`src/design/cpc_pkg.sv`:
```
package cpc_pkg;

    localparam int MAC_A_W = 17;
    localparam int MAC_B_W = 15;
    localparam int PROD_W  = MAC_A_W + MAC_B_W;
    localparam int DIST_W  = 33;

    localparam logic OP_LOAD  = 1'b0;
    localparam logic OP_PIXEL = 1'b1;

    localparam logic [1:0] CFG_EDGE_COUNT   = 2'd0;
    localparam logic [1:0] CFG_ANTIALIAS    = 2'd1;
    localparam logic [1:0] CFG_INVERSE_FILL = 2'd2;

    localparam logic [8:0]               COV_ONE    = 9'd256;
    localparam logic signed [DIST_W-1:0] ROUND_HALF = 33'sd128;
    localparam logic signed [DIST_W-1:0] DIST_HALF  = 33'sd16384;
    localparam logic signed [DIST_W-1:0] DIST_ONE   = 33'sd32768;

    typedef struct packed {
        logic              opcode;
        logic [2:0]        edge_index;
        logic signed [15:0] coef_a;
        logic signed [15:0] coef_b;
        logic signed [23:0] coef_c;
        logic [12:0]       pixel_x;
        logic [12:0]       pixel_y;
        logic [7:0]        in_red;
        logic [7:0]        in_green;
        logic [7:0]        in_blue;
        logic [7:0]        in_alpha;
    } cmd_t;

    typedef struct packed {
        logic [8:0] coverage;
        logic [7:0] out_red;
        logic [7:0] out_green;
        logic [7:0] out_blue;
        logic [7:0] out_alpha;
    } result_t;

    typedef struct packed {
        logic signed [15:0] a;
        logic signed [15:0] b;
        logic signed [23:0] c;
    } edge_t;

endpackage

```
`src/design/cpc_mac.sv`:
```
module cpc_mac (
    input  logic signed [cpc_pkg::MAC_A_W-1:0] op_a,
    input  logic signed [cpc_pkg::MAC_B_W-1:0] op_b,
    input  logic signed [cpc_pkg::DIST_W-1:0]  addend,
    output logic signed [cpc_pkg::DIST_W-1:0]  sum
);

    logic signed [cpc_pkg::PROD_W-1:0] prod;

    assign prod = op_a * op_b;
    assign sum  = cpc_pkg::DIST_W'(prod) + addend;

endmodule

```
`config.mk`:
```
export PLATFORM = sky130hd
export DESIGN_NAME = cpc_mac
export DESIGN_NICKNAME = d
export VERILOG_FILES = /design/src/design/cpc_pkg.sv /design/src/design/cpc_mac.sv
export SDC_FILE = /design/constraint.sdc
export NUM_CORES = 1
export LEC_CHECK = 0
export BUFFER_PORTS_ARGS = -buffer_cell sky130_fd_sc_hd__buf_2
export CORE_MARGIN = 2
export CORE_UTILIZATION = 30
export DETAILED_ROUTE_END_ITERATION = 8
export GPL_TIMING_DRIVEN = 0
export MAX_ROUTING_LAYER = met4
export PLACE_DENSITY = 0.48
export SLEW_MARGIN = 20
export SYNTH_ARGS = -nofsm -noshare
export SYNTH_HDL_FRONTEND = slang
export SYNTH_SLANG_ARGS = --single-unit
```
`constraint.sdc`:
```
create_clock -name vclk -period 7.2
set_input_delay 0.72 -clock vclk [all_inputs]
set_output_delay 0.72 -clock vclk [all_outputs]
set_load 0.02 [all_outputs]
```
==> out/summary.txt, run 1 <==
Nets: 1781
Seq/Total Area, Yosys: 0%
Worst-Margin Slew: 532 ps
Commonest cells after routing, fill and taps aside: 347 x inv_1, 269 x fa_1, 138 x nand2_1
Seq_cells: 0
Avg WL per Cell: 16.7 um
Setup violations, final: 0
Cells after Synth: 1203
DRC violations left: 0
1st-iter DRT viols: 279
Core box area: 35500 sq um
Commonest non-fill, non-tap cell in the layout: inv_1
Max-slew violations: 0
Clock buffers: 0
Initial core utilization: 30.5%
HP Class: input port to output pin
DIE AREA: 37600 sq um
Total Routed Length: 30000 um
Synth area leader: fa_1
Vias post-DR: 8039
HP Start: addend[0]
Yosys cell types: 48
Synth area leaders: fa_1 52%, inv_1 12%, ha_1 11%
DR top layer: met4
Die span in y: 194 um
Die Span X: 194 um
Met3 routed wirelength: 1230 um
Cell Area, Synth: 10800 sq um
GR Util All Layers: 16.6%
Tmin final: 7050 ps
Slew HR: 64.3%
PortBufs: 96
Run status: completed
Sequential standard cell area: 0 sq um
Met1 WL: 13300 um
Detail Route Antenna Nets: 0
Max-Cap Viols: 0
Worst path arrival time: 6330 ps
Top-area cell type share of the netlist area: 52.2%
Hold WS: 1780 ps
Final Cycle Share: 98.0%
Largest net degree at the start of global routing: 16
Crit. End Element: output pin
Critical Path RT: 6480 ps
Vias per cell: 4.47
First-pass GRT wire length: 47600 um
GRT overflow: 0
Hold EP: sum[0]
Highest net fanout along the worst path: 9
Worst setup SP type: input port
Layout cells sized above 1: 18.8%
FMAX: 0.142 GHz
Syn Nets: 1647
I/O pins: 98
Worst hold stages: 3
DRT Pass-1 Iters: 4
Site row count: 69
Final Hold Viols: 0
HPWL Detailed: 26000 um
Met2 wire length: 15200 um
Crit Path Class: input port to output pin
Initial antenna violation count: 2
Vias in the first global route: 8566
Synth warn: 0
Mapped Avg Cell Area: 8.99 sq um
Fillers: 3682
Area Growth Syn to Fin: 20.5%
Placer Congestion: 0.889
[area by class of cell]
type,instances,area (sq um),area share (%)
multi-input cells,810,9710,74.6
inverters,358,1350,10.3
repair buffers,134,928,7.13
well taps,461,577,4.43
plain buffers,33,453,3.48
diodes,2,5.00,0.0384
[what timing repair did]
action | CTS | global route
pin swaps | 16 | 35
resized for setup | 119 | 151
gates cloned | 0 | 2
setup buffers | 8 | 28
setup endpoints to repair | 20 | 11
hold buffers | 0 | 0
[worst max path at each step]
stage,depth (start not counted),to,slack [ps],from
2_1_floorplan,22,sum[29],120,op_b[7]
3_3_place_gp,23,sum[29],-980,op_b[3]
3_5_place_dp,23,sum[32],-1000,op_b[8]
4_1_cts,22,sum[28],0.6,op_a[16]
5_1_grt,22,sum[23],-30,op_b[6]
6_report,23,sum[23],150,op_b[3]
[per-layer routing]
metal,GRT usage (%),up-vias
met1,22.1,4126
met4,1.77,0
met2,28.6,163
met5,-,-
li1,-,3734
met3,1.51,16
[worst max-delay path, cell delays in order]
cell       delay, ps
buf_6            130
clkbuf_16        160
and2_1           150
fa_1             540
inv_1             60
fa_2             530
fa_2             440
inv_2             80
fa_2             430
fa_1             490
inv_1             50
fa_1             470
inv_1             80
ha_4             290
a21oi_1          150
o21ai_1          120
a22oi_4          380
buf_6            150
o21ai_2           70
a221o_1          370
a21oi_2          160
xnor2_1          130
buf_4            160
[per-stage QoR]
stage                     utilization, %  std cells  TNS (ps)  area [sq um]  setup slack (ps)
after floorplan                        -       1203         0         10800               115
after global placement              33.4       1760    -11810         11900              -976
after detailed placement            33.4       1760    -11970         11900              -995
after CTS                           34.7       1766         0         12300             0.563
after global routing                36.7       1798     -95.9         13000             -30.3
final                               36.7       1798         0         13000               147
[cells in the mapped netlist (all sizes together) (3+ instances only)]
library cell  instances
clkbuf               35
a211oi                3
and2                106
nand2               148
nand4                 3
xnor2                26
o211ai                4
inv                 358
ha                   97
o21bai                3
nor2b                 5
xor2                 11
a311oi                3
nand2b               11
a21oi                23
o21ai                18
nor2                 25
nor3                  4
fa                  282
nand3                 8
a21o                  4
[logic make-up (layout without fill, tap and decap cells)]
| kind of cell | count (synthesis) | after routing | synth area share [%] |
|---|---|---|---|
| xor+xnor | 37 | 37 | 3.00 |
| fa+ha+maj | 379 | 379 | 63.5 |
| other cells | 0 | 2 | 0 |
| buf+inv | 393 | 525 | 13.6 |
| simple gates | 317 | 317 | 14.3 |
| mux | 2 | 2 | 0.185 |
| compound gates | 75 | 75 | 5.38 |
Power of run 1 is not shown: default switching activity piles up to over one toggle a cycle in this logic, so the estimate is an artifact.
==> run 2, diff against run 1 <==
Settings changed: CAP_MARGIN set to 20, SLEW_MARGIN 20 to 30.
Clock period 7.2 ns to 7.6 ns, I/O delays scaled along.
==> run 2 against run 1 <==
Effect of this change: cell count decreased by 2.0%; via count decreased by 1.9%; first-iteration DRC count decreased by 3.2%; global-route usage decreased by 0.33 points; critical endpoint is now sum[28]; final area decreased by 7.0%.
==> out/summary.txt, run 2 (synthesis results as in run 1) <==
Nets: 1742
Vias in the first global route: 8498
Most Frequent Cell on Critical Path: fa_1
First-pass GRT wire length: 46900 um
Site row count: 69
HP Class: input port to output pin
Crit. End Element: output pin
Max-Cap Viols: 0
Die Span X: 194 um
Critical Path RT: 6840 ps
GR Util All Layers: 16.3%
Slew HR: 63.7%
Setup ws final: 227 ps
GRT overflow: 0
Commonest cells after routing, fill and taps aside: 358 x inv_1, 278 x fa_1, 145 x nand2_1
Crit path cell chain: clkbuf_4 -> clkbuf_8 -> and2_1 -> fa_1 -> inv_1 -> fa_2 -> fa_1 -> inv_1 -> fa_1 -> fa_1 -> inv_1 -> fa_1 -> inv_1 -> ha_1 -> a21oi_1 -> o21ai_2 -> a311oi_2 -> buf_4 -> o311ai_4 -> a211o_1 -> a21oi_1 -> xnor2_1 -> buf_2
DP Cell Count: 1760
Seq_cells: 0
Max-slew violations: 0
Core box area: 35500 sq um
Final Cycle Share: 97.0%
Largest net degree at the start of global routing: 18
DRT Pass-1 Iters: 4
Family with the most delay on the worst path: adder cells
Tmin final: 7370 ps
Worst setup SP type: input port
1st-iter DRT viols: 270
Detail Route Antenna Nets: 0
HPWL Detailed: 26000 um
DIE AREA: 37600 sq um
Slowest-stage cell, CP: fa_1
PortBufs: 96
Vias per cell: 4.48
Post-Route Utilization: 34.1%
Worst-Margin Slew: 540 ps
I/O pins: 98
Clock buffers: 0
Layout cells sized above 1: 12.7%
Placer Congestion: 0.889
Sequential standard cell area: 0 sq um
Fillers: 3754
Crit Path Class: input port to output pin
Pre-CTS setup slack: -675 ps
Highest net fanout along the worst path: 10
Total Routed Length: 29000 um
Avg WL per Cell: 16.5 um
DRC violations left: 0
Final Hold Viols: 0
Vias post-DR: 7885
Initial antenna violation count: 4
FMAX: 0.136 GHz
CP peak stage delay: 540 ps
Initial core utilization: 30.5%
Area Growth Syn to Fin: 12.0%
Buf/Inv on CP: 8
Non-Filler Instances: 1762
Cell Area, Placed: 11900 sq um
Die span in y: 194 um
Run status: completed
Design Area, Final: 12100 sq um
Commonest non-fill, non-tap cell in the layout: inv_1
Worst path arrival time: 6610 ps
Setup violations, final: 0
## run 2: cell count changes in the layout (fill, tap and decap cells not counted), sizes merged
cell      delta
clkinvlp     -1
clkbuf       -1
diode        +3
inv          +1
buf         -38
## run 2: per-layer routing
layer	wire [um]	vias up	GRT usage (%)
met1	12800	4062	21.5
li1	-	3663	-
met4	346	0	1.63
met3	1070	15	1.29
met2	14800	145	28.3
met5	0	-	-
## run 2: per-stage QoR
| step | hold slack, ps | TNS (ps) |
|---|---|---|
| floorplan | 1730 | 0 |
| global placement | 1860 | -5890 |
| detailed placement | 1870 | -5970 |
| CTS | 1870 | 0 |
| global route | 1890 | -21.5 |
| finish | 1860 | 0 |
## run 2: final cells by class
| cell class | count | area, sq um | share of cell area, % |
|---|---|---|---|
| tap | 461 | 577 | 4.76 |
| multi-input combinational | 810 | 9420 | 77.8 |
| inverter | 358 | 1340 | 11.1 |
| timing repair buffer | 102 | 536 | 4.42 |
| buffer | 26 | 219 | 1.81 |
| antenna | 5 | 12.5 | 0.103 |
## run 2: tightest hold or removal path: stages
cell and delay [ps]:
buf_2 80, ha_1 110, buf_2 150
## run 2: path summary, 6_finish.rpt
kind	to	slack (ps)	depth (start not counted)	startpoint
setup / recovery	sum[28]	230	23	op_b[3]
hold / removal	sum[0]	1860	3	addend[0]
## run 2: what timing repair did
item,in CTS,in global routing
hold buffers,0,0
resized for setup,49,48
setup endpoints to repair,17,10
setup buffers,1,5
pin swaps,3,10
Power of run 2 is left out for the same reason.
